### config.mk
export PLATFORM = sky130hd
export DESIGN_NAME = ugsb_ram
export DESIGN_NICKNAME = d
export VERILOG_FILES = /design/src/rtl/core/ugsb_ram.sv
export SDC_FILE = /design/constraint.sdc
export NUM_CORES = 1
export LEC_CHECK = 0
export BUFFER_PORTS_ARGS = -buffer_cell sky130_fd_sc_hd__clkbuf_2
export CORE_MARGIN = 2
export CORE_UTILIZATION = 45
export CTS_CLUSTER_DIAMETER = 40
export DETAILED_ROUTE_END_ITERATION = 8
export GPL_TIMING_DRIVEN = 1
export PLACE_DENSITY = 0.67
export SETUP_SLACK_MARGIN = 0.4
export SLEW_MARGIN = 20
export SYNTH_ARGS = -nofsm -noshare
export SYNTH_HDL_FRONTEND = slang
export SYNTH_SLANG_ARGS = --single-unit
### constraint.sdc
create_clock -name clk -period 4.3 [get_ports clk]
set_input_delay 1.29 -clock clk [delete_from_list [all_inputs] [get_ports clk]]
set_output_delay 1.29 -clock clk [all_outputs]
set_load 0.01 [all_outputs]
### src/rtl/core/ugsb_ram.sv
module ugsb_ram #(
  parameter int WIDTH = 8,
  parameter int DEPTH = 16,
  parameter int AW    = (DEPTH > 1) ? $clog2(DEPTH) : 1
) (
  input  logic             clk,
  input  logic             we,
  input  logic [AW-1:0]    waddr,
  input  logic [WIDTH-1:0] wdata,
  input  logic [AW-1:0]    raddr,
  output logic [WIDTH-1:0] rdata
);

  logic [WIDTH-1:0] mem [DEPTH];

  always_ff @(posedge clk) begin
    if (we) begin
      mem[waddr] <= wdata;
    end
    rdata <= mem[raddr];
  end

endmodule

* Word level (Yosys, flattened, before mapping)
Memories as Yosys holds them, arrays and structs flattened. A register that Yosys moved wholly into a read port is not among the register bits.
Index checks and enable logic that the tools add are counted.
** Word-level totals
- Register bits after elaboration :: 0
- Bits in latches :: 0
- Memory bits (writable) :: 128
- Memory bits (read-only) :: 0
- Input port bits :: 18
- Output and inout bits :: 8
- Logic and storage cells :: 3
- Memories kept :: 1
** Memories
- mem :: words 16, bits a word 8, rd ports 1, clocked after Yosys merged registers in 1, write ports 1, RTL line 14 : logic [WIDTH-1:0] mem [DEPTH];
** Cells by class
- $add $sub $neg :: 0
- $mul :: 0
- Div/mod/pow operators :: 0
- Magnitude comparators :: 0
- Eq/ne operators :: 0
- Shifts and indexed selects :: 0
- Multiplexer cells :: 2
- Bitwise gates (word level) :: 0
- Reduce and logical (&&, ||, !) cells :: 0
** Operators by type and width (count)
- $mux 1 :: 2

* Logic depth before layout (Yosys ltp)
- Word-level depth :: 2
- Depth in mapped cells :: 5
- Mapped depth without buffers :: 3

* Least setup slack after synthesis
Ideal clock, no wire load.
- Kind :: input to register
- Start :: input waddr[2]
- End :: memory mem[0][0] (enable)
- Arrival :: 2.400 ns
- Slack :: 1.517 ns
- Stages :: 2
- Buffers on the path :: 0
- Cells stage by stage :: or3b_2 -> nor3_1
** RTL lines
- start, declared :: RTL line 8 : input logic [AW-1:0] waddr,
- end, declared :: RTL line 14
Straight into the memory's write port.

==> results_tabular.tex <==
\begin{tabular}{lr}
\hline
Metric & Value \\
\hline
\multicolumn{2}{l}{\textbf{Status}} \\
\quad Outcome & finished, final reports clean \\
\multicolumn{2}{l}{\textbf{Logic synthesis}} \\
\quad Top area cells in the synthesized netlist & sky130\_fd\_sc\_hd\_\_edfxtp\_1 75\%, sky130\_fd\_sc\_hd\_\_mux4\_2 7.9\%, sky130\_fd\_sc\_hd\_\_mux4\_1 7.1\%, sky130\_fd\_sc\_hd\_\_dfxtp\_1 3.1\%, sky130\_fd\_sc\_hd\_\_a22oi\_1 2.3\% \\
\quad Post-synthesis sequential area ratio & 0.778 \\
\quad Distinct cells, synth & 19 \\
\quad Synthesized area divided by synthesized cell count & 22.5 sq um \\
\quad Top\_reg\_cell synth & sky130\_fd\_sc\_hd\_\_edfxtp\_1 \\
\quad Share of the synthesized area in the top cell type & 0.747 \\
\quad Most numerous cell types in the synthesized netlist & 128 x sky130\_fd\_sc\_hd\_\_edfxtp\_1, 18 x sky130\_fd\_sc\_hd\_\_mux4\_2, 16 x sky130\_fd\_sc\_hd\_\_a22oi\_1 \\
\quad Biggest area consumer among synthesized cells & sky130\_fd\_sc\_hd\_\_edfxtp\_1 \\
\quad Yosys synthesis warning count & 0 \\
\quad Number of flops mapped to enable cells by yosys & 128 \\
\quad Async set-reset flop share out of synthesis & 0 \\
\quad Post-synthesis instance area & 0.00515 sq mm \\
\quad Number of nets in the synthesized netlist & 247 \\
\quad Number of storage elements in the synthesis netlist & 136 \\
\quad Gate count after technology mapping & 229 \\
\quad Dominant cell by count in the synthesized netlist & sky130\_fd\_sc\_hd\_\_edfxtp\_1 \\
\multicolumn{2}{l}{\textbf{Global routing}} \\
\quad Number of global-route vias before repair & 2515 \\
\quad Pin count of the biggest net entering global routing & 33 \\
\quad Initial antenna violation count & 0 \\
\quad Total GRT Usage & 0.164 \\
\quad GR Overflow Total & 0 \\
\quad Wire length of the first global-routing pass & 14500 um \\
\multicolumn{2}{l}{\textbf{Routing}} \\
\quad Vias post-DR & 2356 \\
\quad Total iterations of the first detailed-routing run & 4 \\
\quad Wire length after detailed routing & 9560 um \\
\quad Initial DRC Count & 261 \\
\quad Antenna-violating nets left & 0 \\
\quad Average routed wire per standard cell & 22.5 um \\
\quad DRC & 0 \\
\quad Vias per Instance & 5.56 \\
\multicolumn{2}{l}{\textbf{CTS}} \\
\quad Clock latency on the worst-skew pair & 0.40 ns \\
\quad Count of instances resized after the clock tree is built & 0 \\
\quad Clock slew at the register clock pins of the worst setup and hold paths & 0.06 ns \\
\quad Buffer cell driving the clock tree root & sky130\_fd\_sc\_hd\_\_clkbuf\_16 \\
\quad Clock net sink count & 136 \\
\quad Postcts setup bufs & 0 \\
\quad H-tree level count & 4 \\
\quad Buffers from clock root to sink, at most & 2 \\
\quad Post-CTS Hold Fix Bufs & 0 \\
\quad TritonCTS clock tree & done \\
\quad Number of buffers created by CTS & 17 \\
\multicolumn{2}{l}{\textbf{Setup path}} \\
\quad Worst Setup End Kind & flop \\
\quad Crit path required time & 4.59 ns \\
\quad Slowest cell delay on critical path & 0.58 ns \\
\quad R2R setup slack & 2.90 ns \\
\quad Cell at the slowest stage of the critical path & sky130\_fd\_sc\_hd\_\_mux4\_1 \\
\quad Critical-path maximum fanout & 20 \\
\quad Worst Setup Path Type & in -> reg \\
\quad Arrival time at the worst endpoint & 2.94 ns \\
\quad Worst Setup Start Kind & input port \\
\quad Ordered cell list for the critical path & clkbuf\_2 -> buf\_12 -> mux4\_1 -> a22oi\_1 -> nand2\_1 \\
\multicolumn{2}{l}{\textbf{Floorplanning}} \\
\quad Die area & 0.0123 sq mm \\
\quad Number of top-level design ports & 26 \\
\quad Initial cell density of the core & 0.457 \\
\quad Vert. Die Dim & 111 um \\
\quad Floorplan die width & 111 um \\
\quad Std-Cell Rows & 39 \\
\quad Core Area & 0.0113 sq mm \\
\multicolumn{2}{l}{\textbf{Timing}} \\
\quad Final Max Slew Viols & 0 \\
\quad Worst clock skew & 0.00950 ns \\
\quad Endpoints failing setup & 0 \\
\quad Count of final hold-check violations & 0 \\
\quad Final-layout setup total negative slack & 0 ns \\
\quad Maximum clock frequency & 377 MHz \\
\quad Final worst path period share & 0.617 \\
\quad Actual slew at the worst max-slew pin & 1.01 ns \\
\quad Setup repair after global routing missed its margin & no \\
\quad Fin crit period & 2.65 ns \\
\quad Relative slew slack & 0.324 \\
\multicolumn{2}{l}{\textbf{Power}} \\
\quad Power Dens Cells & 525 mW/mm\^{}2 \\
\quad Peak VDD IR & 0.282 mV \\
\quad Total power & 3.18 mW \\
\quad Leak & 2.04 nW \\
\multicolumn{2}{l}{\textbf{Placement}} \\
\quad Placer's final routability congestion estimate & 0.692 \\
\quad Placed wire-length estimate & 5740 um \\
\quad Port Buffers & 25 \\
\multicolumn{2}{l}{\textbf{Run}} \\
\quad Max Cap Violations & 0 \\
\multicolumn{2}{l}{\textbf{Finish}} \\
\quad Syn-to-layout area delta & 17.9\% \\
\quad Number of antenna cells inserted & 0 \\
\quad Final layout net count & 287 \\
\quad Fraction of final layout cells sized beyond drive strength 1 & 0.288 \\
\multicolumn{2}{l}{\textbf{Hold path}} \\
\quad Min-delay worst type & reg -> reg \\
\hline
\end{tabular}
==> layout by cell type (no fill, tap or decap) <==
master	instances
sky130_fd_sc_hd__inv_6	3
sky130_fd_sc_hd__edfxtp_1	128
sky130_fd_sc_hd__mux4_1	14
sky130_fd_sc_hd__nor2_1	13
sky130_fd_sc_hd__bufinv_16	5
sky130_fd_sc_hd__buf_12	1
sky130_fd_sc_hd__nand2_1	9
sky130_fd_sc_hd__nor3_1	4
sky130_fd_sc_hd__clkbuf_2	25
sky130_fd_sc_hd__nand3_1	1
sky130_fd_sc_hd__a22oi_1	16
sky130_fd_sc_hd__dfxtp_1	8
sky130_fd_sc_hd__or3b_2	1
sky130_fd_sc_hd__nor2b_1	1
sky130_fd_sc_hd__clkinvlp_4	3
sky130_fd_sc_hd__and2_1	1
sky130_fd_sc_hd__nand2b_1	2
sky130_fd_sc_hd__clkbuf_16	17
sky130_fd_sc_hd__buf_4	5
sky130_fd_sc_hd__mux4_2	18
sky130_fd_sc_hd__clkinv_2	1
sky130_fd_sc_hd__and2b_1	1
sky130_fd_sc_hd__clkinv_4	2
sky130_fd_sc_hd__nand3b_1	2
==> state kept, by name (all words and copies together) (netlist names) <==
signal	count
mem	128
rdata	8
==> worst max-delay path: cells and delay by family <==
family / cells / cell delay [ns]
AOI/OAI and AO/OA: 1 / 0.31
buffers and inverters: 2 / 0.68
muxes: 1 / 0.58
and+or+nand+nor: 1 / 0.08
==> metrics by stage <==
stage / setup slack [ns] / instances / hold slack [ns] / area, sq um / utilization
2_1_floorplan: 1.52 / 229 / 0.629 / 5150 / -
3_3_place_gp: 1.21 / 393 / 0.650 / 5420 / 0.481
3_5_place_dp: 1.20 / 393 / 0.670 / 5420 / 0.481
4_1_cts: 1.59 / 424 / 0.682 / 6070 / 0.538
5_1_grt: 1.55 / 424 / 0.719 / 6070 / 0.538
6_report: 1.65 / 424 / 0.682 / 6070 / 0.538
==> where the power goes <==
group	total, mW	switching [mW]	internal (mW)	leakage (nW)
Sequential	1.49	0.00794	1.48	1.22
Clock	1.56	0.528	1.03	0.306
Combinational	0.134	0.0781	0.0554	0.510
Total	3.18	0.615	2.57	2.04
==> layout make-up <==
class	count	area [sq um]
Sequential cell	136	4000
Timing Repair Buffer	31	183
Fill cell	851	5200
Multi-Input combinational cell	83	1060
Clock buffer	17	425
Clock inverter	14	221
Tap cell	143	179
==> metal layers <==
| metal | global-route usage | routed length [um] | up-vias |
|---|---|---|---|
| li1 | - | - | 1057 |
| met1 | 0.222 | 4180 | 1214 |
| met2 | 0.264 | 4830 | 76 |
| met3 | 0.0377 | 415 | 9 |
| met4 | 0.0625 | 133 | 0 |
| met5 | 0 | 0 | - |
==> path summary, 6_finish.rpt <==
path,depth (start not counted),end,from
hold / removal,3,rdata[3]$_DFF_P_,mem[10][3]$_DFFE_PP_
setup reg to reg,3,rdata[5]$_DFF_P_,mem[9][5]$_DFFE_PP_
hold reg to reg,3,rdata[3]$_DFF_P_,mem[10][3]$_DFFE_PP_
setup / recovery,5,rdata[2]$_DFF_P_,raddr[0]
==> cells by family after synthesis <==
logic type | count (synthesis) | synth area share
multiplexers | 32 | 0.150
flip-flops | 136 | 0.778
AND/OR/NAND/NOR | 35 | 0.0318
buffers and inverters | 10 | 0.0168
AO/OA/AOI/OAI | 16 | 0.0233
No activity file was read; power rests on OpenSTA's default activity.
