**config.mk**
```make
export PLATFORM = sky130hd
export DESIGN_NAME = ugsb_div
export DESIGN_NICKNAME = d
export VERILOG_FILES = /design/src/rtl/core/ugsb_pkg.sv /design/src/rtl/core/ugsb_div.sv
export SDC_FILE = /design/constraint.sdc
export NUM_CORES = 1
export LEC_CHECK = 0
export BUFFER_PORTS_ARGS = -buffer_cell sky130_fd_sc_hd__clkbuf_2
export CAP_MARGIN = 10
export CORE_UTILIZATION = 40
export DETAILED_ROUTE_END_ITERATION = 7
export GPL_TIMING_DRIVEN = 0
export PLACE_DENSITY = 0.7
export RECOVER_POWER = 50
export SLEW_MARGIN = 20
export SYNTH_ARGS = -nofsm -noshare
export SYNTH_HDL_FRONTEND = slang
export SYNTH_SLANG_ARGS = --single-unit
export TNS_END_PERCENT = 1
```
**constraint.sdc**
```tcl
create_clock -name clk -period 5 [get_ports clk]
set_input_delay 0.25 -clock clk [delete_from_list [all_inputs] [get_ports clk]]
set_output_delay 0.25 -clock clk [all_outputs]
set_load 0.01 [all_outputs]
```
**src/rtl/core/ugsb_pkg.sv**
```systemverilog
package ugsb_pkg;

  localparam int COORD_W = 24;
  localparam int GRID_W  = 11;
  localparam int NUM_W   = COORD_W + 1;
  localparam int DEN_W   = COORD_W;
  localparam int OUT_ID_W = 16;

  localparam logic [1:0] ACT_CLEAR  = 2'd0;
  localparam logic [1:0] ACT_INSERT = 2'd1;
  localparam logic [1:0] ACT_QUERY  = 2'd2;
  localparam logic [1:0] ACT_NONE   = 2'd3;

  localparam logic [1:0] ST_OK    = 2'd0;
  localparam logic [1:0] ST_FULL  = 2'd1;
  localparam logic [1:0] ST_EMPTY = 2'd2;
  localparam logic [1:0] ST_TRUNC = 2'd3;

  localparam logic [1:0] REG_CELL_SIZE = 2'd0;
  localparam logic [1:0] REG_GRID_COLS = 2'd1;
  localparam logic [1:0] REG_GRID_ROWS = 2'd2;

  localparam logic [COORD_W-1:0] CELL_SIZE_RST = 24'd2560;
  localparam logic [GRID_W-1:0]  GRID_RST      = 11'd32;

  typedef struct packed {
    logic             start;
    logic [NUM_W-1:0] num;
    logic [DEN_W-1:0] den;
  } div_req_t;

  typedef struct packed {
    logic             done;
    logic [NUM_W-1:0] quo;
  } div_rsp_t;

endpackage

```
**src/rtl/core/ugsb_div.sv**
```systemverilog
module ugsb_div (
  input  logic                clk,
  input  logic                rst,
  input  ugsb_pkg::div_req_t  req,
  output ugsb_pkg::div_rsp_t  rsp
);
  import ugsb_pkg::*;

  localparam int CNT_W = $clog2(NUM_W + 1);

  logic             busy;
  logic [CNT_W-1:0] cnt;
  logic [NUM_W-1:0] n_sh;
  logic [DEN_W-1:0] den_r;
  logic [DEN_W-1:0] rem;
  logic [NUM_W-1:0] quo;
  logic             done;
  logic [DEN_W:0]   trial;

  assign trial = {rem, n_sh[NUM_W-1]};

  always_ff @(posedge clk) begin
    if (rst) begin
      busy <= 1'b0;
      done <= 1'b0;
      cnt  <= '0;
    end else begin
      done <= 1'b0;
      if (req.start) begin
        busy  <= 1'b1;
        cnt   <= CNT_W'(NUM_W);
        n_sh  <= req.num;
        den_r <= req.den;
        rem   <= '0;
        quo   <= '0;
      end else if (busy) begin
        if (trial >= {1'b0, den_r}) begin
          rem <= DEN_W'(trial - {1'b0, den_r});
          quo <= {quo[NUM_W-2:0], 1'b1};
        end else begin
          rem <= trial[DEN_W-1:0];
          quo <= {quo[NUM_W-2:0], 1'b0};
        end
        n_sh <= {n_sh[NUM_W-2:0], 1'b0};
        cnt  <= cnt - 1'b1;
        if (cnt == CNT_W'(1)) begin
          busy <= 1'b0;
          done <= 1'b1;
        end
      end
    end
  end

  assign rsp.done = done;
  assign rsp.quo  = quo;

endmodule

```
# Word level (Yosys, flattened, before mapping)

Index checks and enable logic that the tools add are counted.

Register bits after elaboration: 105
Output and inout port bits: 26
Logic and storage cells: 31

$add $sub $neg: 2
$lt $le $gt $ge: 1
Equality and inequality tests: 1
Muxes and demuxes: 12
Bitwise gates (word level): 2
Reductions and logical operators: 5

Operators with widths:

| operator                                          | number |
|---|---|
| 2-to-1 mux 25 bit                                 | 3 |
| 2-to-1 mux 24 bit                                 | 2 |
| >= comparator 25 x 24 -> 1 bit                    | 1 |
| subtractor 24 bit                                 | 1 |
| 2-to-1 mux 5 bit                                  | 2 |
| == test 5 x 1 -> 1 bit (second input constant)    | 1 |
| 2-to-1 mux 1 bit                                  | 5 |
| subtractor 5 x 1 -> 5 bit (second input constant) | 1 |
| AND reduction 2 bit                               | 2 |
| OR reduction 3 bit                                | 1 |
| inverter 1 bit                                    | 2 |
| nonzero test 2 bit                                | 1 |
| OR reduction 2 bit                                | 1 |

# Longest topological paths before layout

Depth in word-level cells: 4
Mapped depth: 13
Mapped depth without buffers: 11

# Least setup slack after synthesis

Ideal clock, no wire load.

Path kind: input port to flip-flop
Start: in req[49] in the netlist's numbering
End: reg n_sh[0] (enable)
Setup time: 507 ps
Arrival: 3689 ps
Setup slack: 805 ps
Stages on the path: 3
Buffers on the path: 1
Cell sequence: clkbuf_1 > nor2_1 > nor2_1

Word-level cells in the longest chain between the ends: 2

RTL lines:

| item                          | line           | source |
|---|---|---|
| start, declared               | ugsb_div.sv:4  | `input ugsb_pkg::div_req_t req,` |
| nonzero test 2 bit (no line)  | --             |  |
| AND reduction 2 bit (no line) | --             |  |
| end signal, assigned          | ugsb_div.sv:32 | `n_sh <= req.num;` |
| end signal, assigned          | ugsb_div.sv:44 | `n_sh <= {n_sh[NUM_W-2:0], 1'b0};` |
| end, declared                 | ugsb_div.sv:13 | `logic [NUM_W-1:0] n_sh;` |

No other way between the ends.
A chain may end at the register's enable or synchronous reset.

# Worst setup path after layout

Start: reg den_r[1]
End: reg rem[19] (data pin)

Word-level cells in the longest chain between the ends: 3
Elaborated cells between the ends (all ways): 4
Classes of those cells: add/sub (1); order compare (1); mux (2)

RTL lines:

| item                                                                | line                           | source |
|---|---|---|
| start, declared                                                     | ugsb_div.sv:14                 | `logic [DEN_W-1:0] den_r;` |
| start signal, assigned                                              | ugsb_div.sv:33                 | `den_r <= req.den;` |
| subtractor 24 bit or >= comparator 25 x 24 -> 1 bit (tied branches) | ugsb_div.sv:38, ugsb_div.sv:37 |  |
| 2-to-1 mux 24 bit (*)                                               | ugsb_div.sv:37                 | `if (trial >= {1'b0, den_r}) begin` |
| 2-to-1 mux 24 bit (*)                                               | ugsb_div.sv:36                 | `end else if (busy) begin` |
| end signal, assigned                                                | ugsb_div.sv:38                 | `rem <= DEN_W'(trial - {1'b0, den_r});` |
| end signal, assigned                                                | ugsb_div.sv:41                 | `rem <= trial[DEN_W-1:0];` |
| end, declared                                                       | ugsb_div.sv:15                 | `logic [DEN_W-1:0] rem;` |

Every way passes the cells marked *; elsewhere a longest branch is shown, timed or not. The select of a mux whose other input is x is not followed.

==> out/qor.txt <==
Layout Skew = 9.29 ps
TritonRoute pass-1 iters = 4
Largest net degree at the start of global routing = 31
Max clock buf depth = 2
Latest clock arrival within the worst-skew pair = 360 ps
R2r startpoint = den_r[1]
TritonCTS clock tree = done
Int Pwr = 1.74 mW
Number of global-route vias before repair = 3672
FMAX = 0.340 GHz
Critical path class = register to register
Most frequent CP cell = nand2_1
CTS clk-pin slew, worst paths = 70 ps
Reg power frac = 44.8%
Dpl hpwl = 7780 um
CTS resizes = 0
EDFF count, synth = 98
Critical path's top delay family = compound AO/OA/AOI/OAI gates
Synth area leader = edfxtp_1
Class of the worst hold path = input port to register
DR iter-0 viols = 142
Hold_sp = req[0]
CP max-delay cell = a2111oi_2
Num ports = 78
Post-route ant nets = 0
Core ar. = 13200 sq um
Min Tclk post-route = 2940 ps
CP bufs+invs = 2
Die height = 119 um
Post-detailed-route wirelength per cell = 14.9 um
Share of the synthesized area in the top cell type = 54.1%
Max cap viols = 0
Mapped Cells = 454
Total Wirelength = 10800 um
Register area share after synthesis = 56.6%
Placed Cells = 708
Arr. time, crit path = 3120 ps
Worst reg2reg path depth = 11
Post-Synthesis Cell Area = 5440 sq um
Vias = 3690
Required @ worst endpoint = 5180 ps
PD cells = 379 nW/um^2
# clock sinks = 105
Max stage delay on crit path = 420 ps
Pins over their slew limit = 0
# diodes = 0
Worst setup EP type = register
Final #Nets = 622
RR Endpoint = rem[19]
Most common library cells after synthesis = edfxtp_1 (98), nand2_1 (42), inv_1 (36)
Hold path cells = 1
CTS Hold Bufs = 0
Relative slew slack = 21.9%
Comb power frac = 23.2%
Total global-route track usage = 16.3%
Starting Density = 41.1%
Hold Path End = den_r[0]
DRC Markers = 0
Status = completed
Number of CTS-inserted buffers = 9
Initial antenna violation count = 0
LEAKAGE = 2.56 nW
Final setup viols = 0
Rows = 42
Tcrit/Tclk final = 58.9%
Fin area = 6380 sq um
Synthesized area per cell = 12.0 sq um
Synth-to-layout area growth = 17.3%
Share of layout cells above drive strength 1 = 18.6%
Sw frac = 28.1%
Die area = 14100 sq um
First-pass GRT wire length = 17900 um
Count leader, synth = edfxtp_1
Top_reg_cell synth = edfxtp_1
CP startpoint kind = register
Post-synth cell types = 52
Top post-synthesis cells by area = edfxtp_1 (54%), ha_1 (6.0%), mux2_2 (5.0%), nor2b_1 (3.0%), nand2_1 (2.9%)
Crit Path Max Fanout = 10
Critical Path Source = den_r[1]
Clock power share = 32.0%
Worst VDD drop = 153 uV
Switching power = 0.679 mW
Final Wtd Congestion = 0.857
Hold Worst Slack = 65.6 ps
Ys Warns = 0
Setup TNS = 0 ps
Tot Pwr = 2.42 mW
Unrepaired setup endpoints after global routing = no
H-tree levels = 3
Hold Violations, Final = 0
DP Area = 6130 sq um
Number of synthesized register bits = 105
Non-Filler Instances = 724
Post-CTS Setup Bufs = 0
Worst path cell trace = inv_1 -> ha_1 -> nor2b_1 -> o2111ai_1 -> nand2_1 -> a2111oi_2 -> o21ai_1 -> nand2_1 -> buf_2 -> nand2_1 -> a21oi_1
Via density = 5.10
Worst-Margin Slew = 1170 ps
# port buffers = 75
R2R Setup Slk = 2060 ps
Syn nets = 533
Total grt overflow = 0
Chip width = 119 um
Filler instances = 1261
Synth async-reset ratio = 0%
Root Buffer = clkbuf_16
-- layer usage --
metal  GRT usage [%]  vias to the layer above  share of wire, %
li1                -                     1819                 -
met1            21.8                     1782                47
met2            25.6                       76                47
met3            2.41                       13               3.9
met4            8.47                        0               1.8
met5               0                        -                 0
-- flip-flops by register name, summed over array words and instances, names as in the netlist --
signal / cells
busy: 1
cnt: 5
den_r: 24
done: 1
n_sh: 25
quo: 25
rem: 24
-- cell families (layout without fill, tap and decap cells) --
| logic type | count (synthesis) | after routing | share of synthesized area (%) |
|---|---|---|---|
| xor gates and xnor gates | 24 | 24 | 3.86 |
| adders and majority gates | 27 | 27 | 6.34 |
| muxes | 32 | 32 | 6.44 |
| buffers and inverters | 56 | 150 | 4.55 |
| AOI/OAI and AO/OA | 88 | 88 | 11.1 |
| DFF | 105 | 105 | 56.6 |
| and+or+nand+nor | 122 | 122 | 11.0 |
-- power groups by stage --
stage	sequential (mW)	combinational (mW)	clock [mW]
finish	1.08	0.560	0.773
global route	1.09	0.626	0.820
CTS	1.08	0.570	0.789
detailed placement	1.10	0.564	0
global placement	1.10	0.543	0
floorplan	1.10	0.418	0
-- placed cells by master (no fill, tap or decap), types with 5 or more instances in the layout --
master / netlist / final
a31oi_1: 5 / 5
nor3_1: 6 / 6
clkbuf_1: 10 / 42
nand2_1: 42 / 42
a21o_1: 12 / 12
a21oi_1: 29 / 29
xnor2_1: 13 / 13
nand4_1: 5 / 5
xor2_1: 11 / 11
o21ai_0: 9 / 9
edfxtp_1: 98 / 98
nand3_1: 5 / 5
clkbuf_16: 0 / 9
mux2_2: 24 / 20
inv_1: 36 / 36
nor2b_1: 26 / 26
ha_1: 26 / 26
mux2i_1: 8 / 8
nor2_1: 24 / 23
dfxtp_1: 7 / 7
clkbuf_2: 0 / 48
-- cell type report --
cell class	count	area (sq um)	share of cell area (%)
clock inverters	5	88.8	1.39
flip-flops and latches	105	3080	48.3
multi-input cells	293	2120	33.2
plain buffers	20	113	1.76
repair buffers	78	393	6.15
clock buffers	11	233	3.64
well taps	176	220	3.45
inverters	36	135	2.12
-- metrics by stage --
| stage | util [%] | setup WS, ps |
|---|---|---|
| 2_1_floorplan | - | 805 |
| 4_1_cts | 48.7 | 2060 |
| 3_5_place_dp | 46.3 | 2100 |
| 5_1_grt | 48.2 | 1790 |
| 6_report | 48.2 | 2060 |
| 3_3_place_gp | 45.6 | -629 |
-- worst register-to-register path, stage by stage (launching register included) --
cell and delay, ps:
edfxtp_1 400, inv_1 60, ha_1 290, nor2b_1 150
o2111ai_1 290, nand2_1 200, a2111oi_2 420, o21ai_1 150
nand2_1 250, buf_2 300, nand2_1 80, a21oi_1 180
-- worst max-delay path by stage --
stage / end / slack [ps] / cells after the start
floorplan: n_sh[0] / 800 / 3
global placement: rem[6] / -630 / 3
detailed placement: rem[6] / 2100 / 12
CTS: rem[19] / 2060 / 11
global route: rem[19] / 1790 / 11
finish: rem[19] / 2060 / 11
Power figures use the tool's default switching activity.
